$ cat config.mk
export PLATFORM = sky130hd
export DESIGN_NAME = gas_sensor_response_decoder_flat
export DESIGN_NICKNAME = d
export VERILOG_FILES = /design/src/gsrd_pkg.sv /design/src/gsrd_channels.sv /design/src/gsrd_parser.sv /design/src/gsrd_converter.sv /design/src/gas_sensor_response_decoder.sv /design/src/flat_wrapper.sv
export SDC_FILE = /design/constraint.sdc
export NUM_CORES = 1
export LEC_CHECK = 0
export BUFFER_PORTS_ARGS = -buffer_cell sky130_fd_sc_hd__buf_2
export CELL_PAD_IN_SITES_DETAIL_PLACEMENT = 1
export CELL_PAD_IN_SITES_GLOBAL_PLACEMENT = 1
export CORE_ASPECT_RATIO = 2
export CORE_MARGIN = 2
export CORE_UTILIZATION = 50
export DETAILED_ROUTE_END_ITERATION = 8
export PLACE_DENSITY = 0.84
export SYNTH_ARGS = -nofsm -noshare
export SYNTH_HDL_FRONTEND = slang
export SYNTH_SLANG_ARGS = --single-unit
$ cat constraint.sdc
create_clock -name clock -period 10.6 [get_ports clock]
set_input_delay 1.06 -clock clock [delete_from_list [all_inputs] [get_ports clock]]
set_output_delay 1.06 -clock clock [all_outputs]
set_load 0.01 [all_outputs]
$ cat src/gsrd_pkg.sv
// Shared constants, types and the CRC-8 function of the gas sensor response decoder.
package gsrd_pkg;

   // Response byte layout and CRC-8 (polynomial x^8 + x^5 + x^4 + 1).
   localparam logic [7:0] CRC_POLY = 8'h31;
   localparam logic [7:0] CRC_INIT = 8'hFF;

   // Word store sizing: a measurement frame carries up to three words.
   localparam int MAX_WORDS       = 3;
   localparam int MEAS_WORDS      = 3;
   localparam int FRAME_WORDS_MAX = (MEAS_WORDS < MAX_WORDS) ? MEAS_WORDS : MAX_WORDS;
   localparam int WORD_CNT_W      = $clog2(FRAME_WORDS_MAX + 1);

   // Field widths.
   localparam int BYTE_W   = 8;
   localparam int WORD_W   = 16;
   localparam int KIND_W   = 2;
   localparam int STATUS_W = 2;
   localparam int TEMP_W   = 15;
   localparam int HUMID_W  = 14;

   // Frame kinds, latched on the first byte of a response.
   localparam logic [KIND_W-1:0] KIND_MEAS   = 2'd0;
   localparam logic [KIND_W-1:0] KIND_STATUS = 2'd1;
   localparam logic [KIND_W-1:0] KIND_RECAL  = 2'd2;

   // Result status codes.
   localparam logic [STATUS_W-1:0] STATUS_OK         = 2'd0;
   localparam logic [STATUS_W-1:0] STATUS_CRC_ERROR  = 2'd1;
   localparam logic [STATUS_W-1:0] STATUS_RECAL_FAIL = 2'd2;

   localparam logic [WORD_W-1:0] RECAL_FAIL_WORD = 16'hFFFF;
   localparam logic [WORD_W-1:0] READY_MASK      = 16'h07FF;

   // A completed frame as handed from the parser to the converter.
   typedef struct packed {
      logic [KIND_W-1:0]                 kind;
      logic                              crc_failed;
      logic [MEAS_WORDS-1:0][WORD_W-1:0] words;
   } frame_type;

   // One byte through the CRC-8 register, MSB first.
   function automatic logic [7:0] crc8_byte(input logic [7:0] crc, input logic [7:0] data);
      logic [7:0] c;
      c = crc ^ data;
      for (int i = 0; i < 8; i++) begin
         c = c[7] ? ((c << 1) ^ CRC_POLY) : (c << 1);
      end
      return c;
   endfunction

endpackage

$ cat src/gsrd_channels.sv
// Request and response channel interfaces of the gas sensor response decoder.
interface gsrd_req_if
   import gsrd_pkg::*;
();
   logic              valid;
   logic              ready;
   logic [BYTE_W-1:0] rx_byte;
   logic              first;
   logic [KIND_W-1:0] func;

   modport source (output valid, output rx_byte, output first, output func, input ready);
   modport sink   (input valid, input rx_byte, input first, input func, output ready);
endinterface

interface gsrd_rsp_if
   import gsrd_pkg::*;
();
   logic                       valid;
   logic                       ready;
   logic [STATUS_W-1:0]        status;
   logic [WORD_W-1:0]          co2_ppm;
   logic signed [TEMP_W-1:0]   temperature_centi;
   logic [HUMID_W-1:0]         humidity_centi;
   logic                       data_avail;
   logic [WORD_W-1:0]          recal_correction;

   modport source (output valid, output status, output co2_ppm, output temperature_centi,
                   output humidity_centi, output data_avail, output recal_correction,
                   input ready);
   modport sink   (input valid, input status, input co2_ppm, input temperature_centi,
                   input humidity_centi, input data_avail, input recal_correction,
                   output ready);
endinterface

$ cat src/gsrd_parser.sv
// Byte parser: input register, frame tracking, CRC check and word store.
module gsrd_parser
   import gsrd_pkg::*;
(
   input  logic            clock,
   input  logic            reset,
   gsrd_req_if.sink        req_if,
   output logic            frm_valid,
   input  logic            frm_ready,
   output frame_type       frm
);

   typedef enum logic [2:0] {
      PH_MSB = 3'b001,
      PH_LSB = 3'b010,
      PH_CRC = 3'b100
   } phase_type;

   logic                          in_valid_ff, in_valid_in;
   logic [BYTE_W-1:0]             in_byte_ff;
   logic                          in_first_ff;
   logic [KIND_W-1:0]             in_func_ff;

   logic [KIND_W-1:0]             kind_ff, kind_in;
   phase_type                     phase_ff, phase_in;
   logic [WORD_CNT_W-1:0]         word_ff, word_in;
   logic                          crc_failed_ff, crc_failed_in;
   logic [BYTE_W-1:0]             high_ff, high_in;
   logic [BYTE_W-1:0]             low_ff, low_in;
   logic [WORD_W-1:0]             store_ff [FRAME_WORDS_MAX];
   logic [WORD_W-1:0]             store_in [FRAME_WORDS_MAX];

   logic                          frm_valid_ff, frm_valid_in;
   frame_type                     frm_ff;

   logic [KIND_W-1:0]             kind_eff;
   phase_type                     phase_eff;
   logic [WORD_CNT_W-1:0]         word_eff;
   logic                          crc_fail_eff;
   logic [WORD_CNT_W-1:0]         words;
   logic                          active;
   logic                          frame_done;
   logic                          s1_go;
   logic [BYTE_W-1:0]             crc_calc;
   logic [MEAS_WORDS-1:0][WORD_W-1:0] view;

   // A marked first byte restarts the frame before the byte itself is parsed.
   always_comb begin
      kind_eff     = in_first_ff ? in_func_ff : kind_ff;
      phase_eff    = in_first_ff ? PH_MSB : phase_ff;
      word_eff     = in_first_ff ? '0 : word_ff;
      crc_fail_eff = in_first_ff ? 1'b0 : crc_failed_ff;
      words        = (kind_eff == KIND_MEAS) ? WORD_CNT_W'(FRAME_WORDS_MAX)
                                             : WORD_CNT_W'(1);
      active       = (word_eff < words);
      frame_done   = in_valid_ff && active && (phase_eff == PH_CRC)
                     && (word_eff == words - WORD_CNT_W'(1));
      crc_calc     = crc8_byte(crc8_byte(CRC_INIT, high_ff), low_ff);
      // Bytes that do not close a frame never wait on the frame register.
      s1_go        = in_valid_ff && (!frame_done || !frm_valid_ff || frm_ready);
   end

   assign req_if.ready = !in_valid_ff || s1_go;

   always_comb begin
      kind_in       = kind_ff;
      phase_in      = phase_ff;
      word_in       = word_ff;
      crc_failed_in = crc_failed_ff;
      high_in       = high_ff;
      low_in        = low_ff;
      store_in      = store_ff;
      if (s1_go) begin
         kind_in       = kind_eff;
         phase_in      = phase_eff;
         word_in       = word_eff;
         crc_failed_in = crc_fail_eff;
         if (active) begin
            unique case (phase_eff)
               PH_MSB: begin
                  high_in  = in_byte_ff;
                  phase_in = PH_LSB;
               end
               PH_LSB: begin
                  low_in   = in_byte_ff;
                  phase_in = PH_CRC;
               end
               PH_CRC: begin
                  if (crc_calc != in_byte_ff) begin
                     crc_failed_in = 1'b1;
                  end
                  for (int i = 0; i < FRAME_WORDS_MAX; i++) begin
                     if (word_eff == WORD_CNT_W'(i)) begin
                        store_in[i] = {high_ff, low_ff};
                     end
                  end
                  phase_in = PH_MSB;
                  word_in  = word_eff + WORD_CNT_W'(1);
               end
               default: begin
                  phase_in = PH_MSB;
               end
            endcase
         end
      end
   end

   // Words beyond the store read as zero.
   for (genvar g = 0; g < MEAS_WORDS; g++) begin : g_view
      if (g < FRAME_WORDS_MAX) begin : g_stored
         assign view[g] = store_in[g];
      end else begin : g_absent
         assign view[g] = '0;
      end
   end

   always_comb begin
      if (s1_go && frame_done) begin
         frm_valid_in = 1'b1;
      end else if (frm_ready) begin
         frm_valid_in = 1'b0;
      end else begin
         frm_valid_in = frm_valid_ff;
      end
      in_valid_in = req_if.ready ? req_if.valid : in_valid_ff;
   end

   always_ff @(posedge clock) begin
      if (reset) begin
         in_valid_ff   <= 1'b0;
         kind_ff       <= KIND_MEAS;
         phase_ff      <= PH_MSB;
         word_ff       <= '0;
         crc_failed_ff <= 1'b0;
         frm_valid_ff  <= 1'b0;
      end else begin
         in_valid_ff   <= in_valid_in;
         kind_ff       <= kind_in;
         phase_ff      <= phase_in;
         word_ff       <= word_in;
         crc_failed_ff <= crc_failed_in;
         frm_valid_ff  <= frm_valid_in;
      end
   end

   always_ff @(posedge clock) begin
      if (req_if.valid && req_if.ready) begin
         in_byte_ff  <= req_if.rx_byte;
         in_first_ff <= req_if.first;
         in_func_ff  <= req_if.func;
      end
      high_ff  <= high_in;
      low_ff   <= low_in;
      store_ff <= store_in;
      if (s1_go && frame_done) begin
         frm_ff.kind       <= kind_eff;
         frm_ff.crc_failed <= crc_failed_in;
         frm_ff.words      <= view;
      end
   end

   assign frm_valid = frm_valid_ff;
   assign frm       = frm_ff;

endmodule

$ cat src/gsrd_converter.sv
// Converter: scales a completed frame into engineering units and holds the result register.
module gsrd_converter
   import gsrd_pkg::*;
(
   input  logic            clock,
   input  logic            reset,
   input  logic            frm_valid,
   output logic            frm_ready,
   input  frame_type       frm,
   gsrd_rsp_if.source      rsp_if
);

   localparam logic [14:0]       TEMP_SPAN   = 15'd17500;
   localparam logic [14:0]       HUMID_SPAN  = 15'd10000;
   localparam logic [30:0]       ROUND_HALF  = 31'd32767;
   localparam logic [16:0]       SCALE_DIV   = 17'd65535;
   localparam logic [TEMP_W-1:0] TEMP_OFFSET = 15'd4500;

   // floor((k*w + 32767) / 65535). The quotient estimate x>>16 is at most one short,
   // since the remainder it leaves stays below twice the divisor.
   function automatic logic [14:0] scale_word(input logic [WORD_W-1:0] w,
                                              input logic [14:0] k);
      logic [30:0] x;
      logic [14:0] q0;
      logic [16:0] r;
      x  = (31'(k) * 31'(w)) + ROUND_HALF;
      q0 = x[30:16];
      r  = {1'b0, x[15:0]} + 17'(q0);
      return (r >= SCALE_DIV) ? (q0 + 15'd1) : q0;
   endfunction

   logic                     out_valid_ff, out_valid_in;
   logic [STATUS_W-1:0]      status_ff, status_in;
   logic [WORD_W-1:0]        co2_ff, co2_in;
   logic [TEMP_W-1:0]        temp_ff, temp_in;
   logic [HUMID_W-1:0]       humid_ff, humid_in;
   logic                     ready_flag_ff, ready_flag_in;
   logic [WORD_W-1:0]        corr_ff, corr_in;
   logic [14:0]              temp_q, humid_q;
   logic                     load;

   assign frm_ready = !out_valid_ff || rsp_if.ready;
   assign load      = frm_valid && frm_ready;

   always_comb begin
      temp_q        = scale_word(frm.words[1], TEMP_SPAN);
      humid_q       = scale_word(frm.words[2], HUMID_SPAN);
      status_in     = STATUS_OK;
      co2_in        = '0;
      temp_in       = '0;
      humid_in      = '0;
      ready_flag_in = 1'b0;
      corr_in       = '0;
      if (frm.crc_failed) begin
         status_in = STATUS_CRC_ERROR;
      end else begin
         case (frm.kind)
            KIND_MEAS: begin
               co2_in   = frm.words[0];
               temp_in  = temp_q - TEMP_OFFSET;
               humid_in = HUMID_W'(humid_q);
            end
            KIND_STATUS: begin
               ready_flag_in = |(frm.words[0] & READY_MASK);
            end
            KIND_RECAL: begin
               corr_in = frm.words[0];
               if (frm.words[0] == RECAL_FAIL_WORD) begin
                  status_in = STATUS_RECAL_FAIL;
               end
            end
            default: begin
               status_in = STATUS_OK;
            end
         endcase
      end
      if (load) begin
         out_valid_in = 1'b1;
      end else if (rsp_if.ready) begin
         out_valid_in = 1'b0;
      end else begin
         out_valid_in = out_valid_ff;
      end
   end

   always_ff @(posedge clock) begin
      if (reset) begin
         out_valid_ff <= 1'b0;
      end else begin
         out_valid_ff <= out_valid_in;
      end
   end

   always_ff @(posedge clock) begin
      if (load) begin
         status_ff     <= status_in;
         co2_ff        <= co2_in;
         temp_ff       <= temp_in;
         humid_ff      <= humid_in;
         ready_flag_ff <= ready_flag_in;
         corr_ff       <= corr_in;
      end
   end

   assign rsp_if.valid             = out_valid_ff;
   assign rsp_if.status            = status_ff;
   assign rsp_if.co2_ppm           = co2_ff;
   assign rsp_if.temperature_centi = $signed(temp_ff);
   assign rsp_if.humidity_centi    = humid_ff;
   assign rsp_if.data_avail        = ready_flag_ff;
   assign rsp_if.recal_correction  = corr_ff;

endmodule

$ cat src/gas_sensor_response_decoder.sv
// Top level of the gas sensor response decoder.
//
// The decoder takes one response byte per request and, when the last CRC byte of a frame
// has been taken, gives one result: a measurement frame (three MSB, LSB, CRC triples)
// yields CO2 in ppm, temperature in hundredths of a degree and humidity in hundredths of
// a percent; a status frame yields the data available flag; a recalibration frame yields
// the correction word, with a failure status for the all-ones word. Any CRC-8 mismatch in
// a frame gives a CRC error status with all values zero. A byte marked first restarts
// parsing with the frame kind it carries; bytes after a complete frame are dropped until
// the next first byte. The block takes one request every clock cycle while request ready is
// high: bytes pass through an input register, a frame register and the result register, in
// that order. Request ready falls only while a closing byte waits behind a full frame
// register and an untaken result, so at most two results can be held back before the
// input stalls.
module gas_sensor_response_decoder
   import gsrd_pkg::*;
(
   input  logic            clock,
   input  logic            reset,
   gsrd_req_if.sink        req_if,
   gsrd_rsp_if.source      rsp_if
);

   logic      frm_valid;
   logic      frm_ready;
   frame_type frm;

   // Byte parser: frame tracking, CRC check and word store.
   gsrd_parser u_parser (
      .clock     (clock),
      .reset     (reset),
      .req_if    (req_if),
      .frm_valid (frm_valid),
      .frm_ready (frm_ready),
      .frm       (frm)
   );

   // Unit scaling and the result register.
   gsrd_converter u_converter (
      .clock     (clock),
      .reset     (reset),
      .frm_valid (frm_valid),
      .frm_ready (frm_ready),
      .frm       (frm),
      .rsp_if    (rsp_if)
   );

`ifndef SYNTHESIS
   // A new result only appears after a completed frame was handed to the converter.
   assert property (@(posedge clock) disable iff (reset)
      $rose(rsp_if.valid) |-> $past(frm_valid && frm_ready))
      else $error("result appeared without a completed frame");

   // A recalibration failure always reports the all-ones correction word.
   assert property (@(posedge clock) disable iff (reset)
      (rsp_if.valid && (rsp_if.status == STATUS_RECAL_FAIL))
         |-> (rsp_if.recal_correction == RECAL_FAIL_WORD))
      else $error("recalibration failure with wrong correction word");

   // The scaled humidity and temperature stay inside their physical ranges.
   assert property (@(posedge clock) disable iff (reset)
      rsp_if.valid |-> ((rsp_if.humidity_centi <= 14'd10000)
                        && (rsp_if.temperature_centi >= -15'sd4500)
                        && (rsp_if.temperature_centi <= 15'sd13000)))
      else $error("scaled value out of range");

   // A CRC error clears every value field; this check leaves the temperature out.
   assert property (@(posedge clock) disable iff (reset)
      (rsp_if.valid && (rsp_if.status == STATUS_CRC_ERROR))
         |-> ((rsp_if.co2_ppm == '0) && (rsp_if.recal_correction == '0)
              && (rsp_if.humidity_centi == '0) && !rsp_if.data_avail))
      else $error("CRC error result carries data");
`endif

endmodule

$ cat src/flat_wrapper.sv
// flat-port wrapper written by rule: the top's interface ports become plain ports
module gas_sensor_response_decoder_flat import gsrd_pkg::*;
  (clock, reset, req_if_valid, req_if_rx_byte, req_if_first, req_if_func, req_if_ready, rsp_if_valid, rsp_if_status, rsp_if_co2_ppm, rsp_if_temperature_centi, rsp_if_humidity_centi, rsp_if_data_avail, rsp_if_recal_correction, rsp_if_ready);
  gsrd_req_if req_if_i ();
  gsrd_rsp_if rsp_if_i ();
  input  logic clock;
  input  logic reset;
  input wire logic [$bits(req_if_i.valid)-1:0] req_if_valid;
  input wire logic [$bits(req_if_i.rx_byte)-1:0] req_if_rx_byte;
  input wire logic [$bits(req_if_i.first)-1:0] req_if_first;
  input wire logic [$bits(req_if_i.func)-1:0] req_if_func;
  output wire logic [$bits(req_if_i.ready)-1:0] req_if_ready;
  output wire logic [$bits(rsp_if_i.valid)-1:0] rsp_if_valid;
  output wire logic [$bits(rsp_if_i.status)-1:0] rsp_if_status;
  output wire logic [$bits(rsp_if_i.co2_ppm)-1:0] rsp_if_co2_ppm;
  output wire logic [$bits(rsp_if_i.temperature_centi)-1:0] rsp_if_temperature_centi;
  output wire logic [$bits(rsp_if_i.humidity_centi)-1:0] rsp_if_humidity_centi;
  output wire logic [$bits(rsp_if_i.data_avail)-1:0] rsp_if_data_avail;
  output wire logic [$bits(rsp_if_i.recal_correction)-1:0] rsp_if_recal_correction;
  input wire logic [$bits(rsp_if_i.ready)-1:0] rsp_if_ready;
  assign req_if_i.valid = req_if_valid;
  assign req_if_i.rx_byte = req_if_rx_byte;
  assign req_if_i.first = req_if_first;
  assign req_if_i.func = req_if_func;
  assign req_if_ready = req_if_i.ready;
  assign rsp_if_valid = rsp_if_i.valid;
  assign rsp_if_status = rsp_if_i.status;
  assign rsp_if_co2_ppm = rsp_if_i.co2_ppm;
  assign rsp_if_temperature_centi = rsp_if_i.temperature_centi;
  assign rsp_if_humidity_centi = rsp_if_i.humidity_centi;
  assign rsp_if_data_avail = rsp_if_i.data_avail;
  assign rsp_if_recal_correction = rsp_if_i.recal_correction;
  assign rsp_if_i.ready = rsp_if_ready;
  gas_sensor_response_decoder u_core (.clock(clock), .reset(reset), .req_if(req_if_i), .rsp_if(rsp_if_i));
endmodule
==> results_dict.tcl <==
set metrics [dict create \
    p_leak_nw 9.07 \
    start_kind "flip-flop" \
    die_h_microns 269 \
    drive_gt1_share_pct 14.9 \
    path_class "flip-flop to flip-flop" \
    synth.avg_cell_area_sq_um 9.90 \
    cts_made_buffers 20 \
    drcViolationCount 0 \
    synth_fp_nets 2069 \
    dr.pass1.iters 5 \
    swShare_pct 23.4 \
    crit_slowest_cell "edfxtp_1" \
    clkPwrFrac_pct 44.4 \
    worst_pin_slew_ns 1.10 \
    max_freq_mhz 98.3 \
    p_switching_mw 0.384 \
    grtUsageTotal_pct 30.3 \
    synth-seq-area-share_pct 31.1 \
    synthArstFlopShare_pct 0 \
    power_mw 1.64 \
    instances_no_fill 2333 \
    grt_max_degree 65 \
    hold_violations 0 \
    start_util_pct 50.3 \
    via_per_inst 5.96 \
    htreeDepth 1 \
    yosysWarnings 0 \
    yosysMostFrequentCell "inv_1" \
    io-pin-count 81 \
    outcome "finished, final reports clean" \
    synth.distinct_cells 107 \
    syn_to_final_growth_pct 10.8 \
    routabilityCongestion 0.933 \
    antenna_cells 0 \
    root_buffer "clkbuf_16" \
    ys_ff_latch 201 \
    antenna_found_initial 0 \
    grt_pass1_vias 15400 \
    timing.slew.headroom_pct 26.7 \
    synth_top_area_share_pct 24.3 \
    clock_skew_ns 0.0321 \
    ys_top_cells_by_count "269 x inv_1, 206 x ha_1, 142 x edfxtp_1" \
    finalSetupViolations 0 \
    arrival_ns 10.40 \
    num-fill-cells 3904 \
    cp_max_fo 8 \
    cts_tree "built" \
    synth_edf_count 142 \
    yosys_most_used_dff "edfxtp_1" \
    fp.dieW_microns 136 \
    combPwrFrac_pct 3.8 \
    cts.path.max_buffers 3 \
    drt_iter0_markers 546 \
    dpl.hpwl_microns 42900 \
    wl_per_cell_microns 23.4 \
    port_buffers 80 \
    min_path_type "flip-flop to flip-flop" \
    dr_total_vias 13900 \
    seq_power_share_pct 51.8 \
    dp_cells 2281 \
    max_stage_delay_ns 0.56 \
    die_area_sq_mm 0.0366 \
    cpLargestDelayFamily "compound AO/OA/AOI/OAI gates" \
    fin_nets 2175 \
    core.rowCount 97 \
    cpMostUsedCell "ha_1" \
    drtAntennaViolNets 0 \
    netlist_instances 1768 \
    yosys.area.top_type "edfxtp_1" \
    internal_power_mw 1.26 \
    clock_latency_ns 0.55 \
    synth.top_cells.by_area "edfxtp_1 24%, ha_1 15%, fa_1 9.1%, dfxtp_1 6.7%, inv_1 5.8%" \
    cts_sinks 201 \
    critPathBufInv 4 \
    syn_area_sq_mm 0.0175 \
    min_period_over_period_pct 96.0 \
    p_per_area_mw_per_mm2 84.7 \
    cp-end-kind "flip-flop" \
    grt_overflow 0 \
    vdd_drop_max_mv 0.164 \
    fin_crit_ns 10.17 \
    grt_pass1_wl_microns 84000 \
    clkTransAtPathRegs_ns 0.08 \
    core_area_sq_mm 0.0348 \
    drv_cap 0 \
    ctsHoldBuffers 0 \
    slew_violations 0 \
    routed_wl_microns 54500 \
    required_ns 10.83 \
]
-- metal layers --
| metal | global-route usage [%] | part of all wire (%) | vias up |
|---|---|---|---|
| met2 | 60.7 | 57 | 356 |
| met5 | 0 | 0 | - |
| met1 | 25.5 | 31 | 6953 |
| li1 | - | - | 6362 |
| met4 | 23.0 | 9.0 | 0 |
| met3 | 4.44 | 3.5 | 225 |
-- flip-flops by register name, summed over array words and instances, names as in the netlist, 3 cells and up --
name                                         cells
u_core.u_parser.store_ff                        48
u_core.u_parser.high_ff                          8
u_core.u_converter.rsp_if.temperature_centi     15
u_core.u_parser.low_ff                           8
u_core.u_parser.phase_ff                         3
u_core.u_parser.frm                             51
u_core.u_converter.rsp_if.recal_correction      16
u_core.u_converter.rsp_if.humidity_centi        14
u_core.u_parser.in_byte_ff                       8
u_core.u_converter.rsp_if.co2_ppm               16
-- stage by stage --
step | cell area, sq um | util [%] | hold slack [ns] | TNS (ns) | setup WS (ns)
after global placement | 18500 | 53.1 | 0.451 | 0 | 0.702
after detailed placement | 18500 | 53.1 | 0.463 | 0 | 0.361
after global routing | 19400 | 55.7 | 0.498 | -0.109 | -0.0538
final | 19400 | 55.7 | 0.477 | 0 | 0.429
after CTS | 19100 | 55.0 | 0.480 | 0 | 0.269
after floorplan | 17500 | - | 0.444 | 0 | 1.54
-- worst paths after layout --
| check | slack, ns | end | cells past startpoint | startpoint |
|---|---|---|---|---|
| setup / recovery | 0.43 | flip-flop | 33 | u_core.u_parser.frm[23] |
| hold / removal | 0.48 | u_core.u_parser.store_ff[20] | 1 | u_core.u_parser.store_ff[20] |
| setup reg to reg | 0.43 | flip-flop | 33 | u_core.u_parser.frm[23] |
| hold reg to reg | 0.48 | u_core.u_parser.store_ff[20] | 1 | u_core.u_parser.store_ff[20] |
-- final cells by class --
cell class | count | area (sq um) | area share (%)
multi-input cells | 1270 | 11100 | 57.1
flip-flops and latches | 201 | 5450 | 28.1
inverters | 270 | 1010 | 5.22
repair buffers | 111 | 633 | 3.26
clock buffers | 29 | 584 | 3.01
well taps | 445 | 557 | 2.87
clock inverters | 7 | 85.1 | 0.439
-- logic make-up (layout without fill, tap and decap cells) --
kind of cell	after synthesis	count (layout)	synth area share (%)
DFF	201	201	31.1
xor gates and xnor gates	148	148	7.53
buffers and inverters	297	417	6.45
AOI/OAI and AO/OA	305	305	12.8
adders and majority gates	286	286	23.9
and+or+nand+nor	471	471	14.4
muxes	60	60	3.80
-- power groups by stage --
stage	Clock, mW	Sequential, mW	Combinational, mW
6_report	0.729	0.851	0.0631
5_1_grt	0.766	0.851	0.0684
3_3_place_gp	0	0.867	0.0527
3_5_place_dp	0	0.868	0.0592
2_1_floorplan	0	0.862	0.0454
4_1_cts	0.736	0.851	0.0629
-- placed cells by master (no fill, tap or decap), types with 11 or more instances in the layout --
cell and n:
buf_2 80, a211oi_1 13, o21ai_0 49, ha_1 205, edfxtp_1 142, or3_1 11
nand2b_1 17, nand3_1 31, and3_1 20, a21o_1 19, o21a_1 16, buf_4 31
fa_1 80, dfxtp_1 59, nand2_1 87, clkbuf_16 20, and2_1 45, nor3_1 36
nor2_1 114, inv_1 269, nand4_1 22, xor2_1 46, a21oi_1 67, mux2_2 49
xnor2_1 97, nor2b_1 13
-- repair_timing --
item / CTS / global route
buffers inserted: 0 / 16
setup endpoints to repair: 0 / 12
hold endpoints to repair: 0 / 0
gates resized for setup: 0 / 20
-- worst reg2reg max path: cells and delay by family, from the launching register on --
family,cells,cell delay [ns]
AO/OA/AOI/OAI,14,3.65
AND/OR/NAND/NOR,7,1.85
XOR/XNOR,1,0.25
flip-flops,1,0.56
adder cells (fa/ha/maj),7,2.99
buffers and inverters,4,0.54
Note: power is estimated with default switching activity, not from simulation.
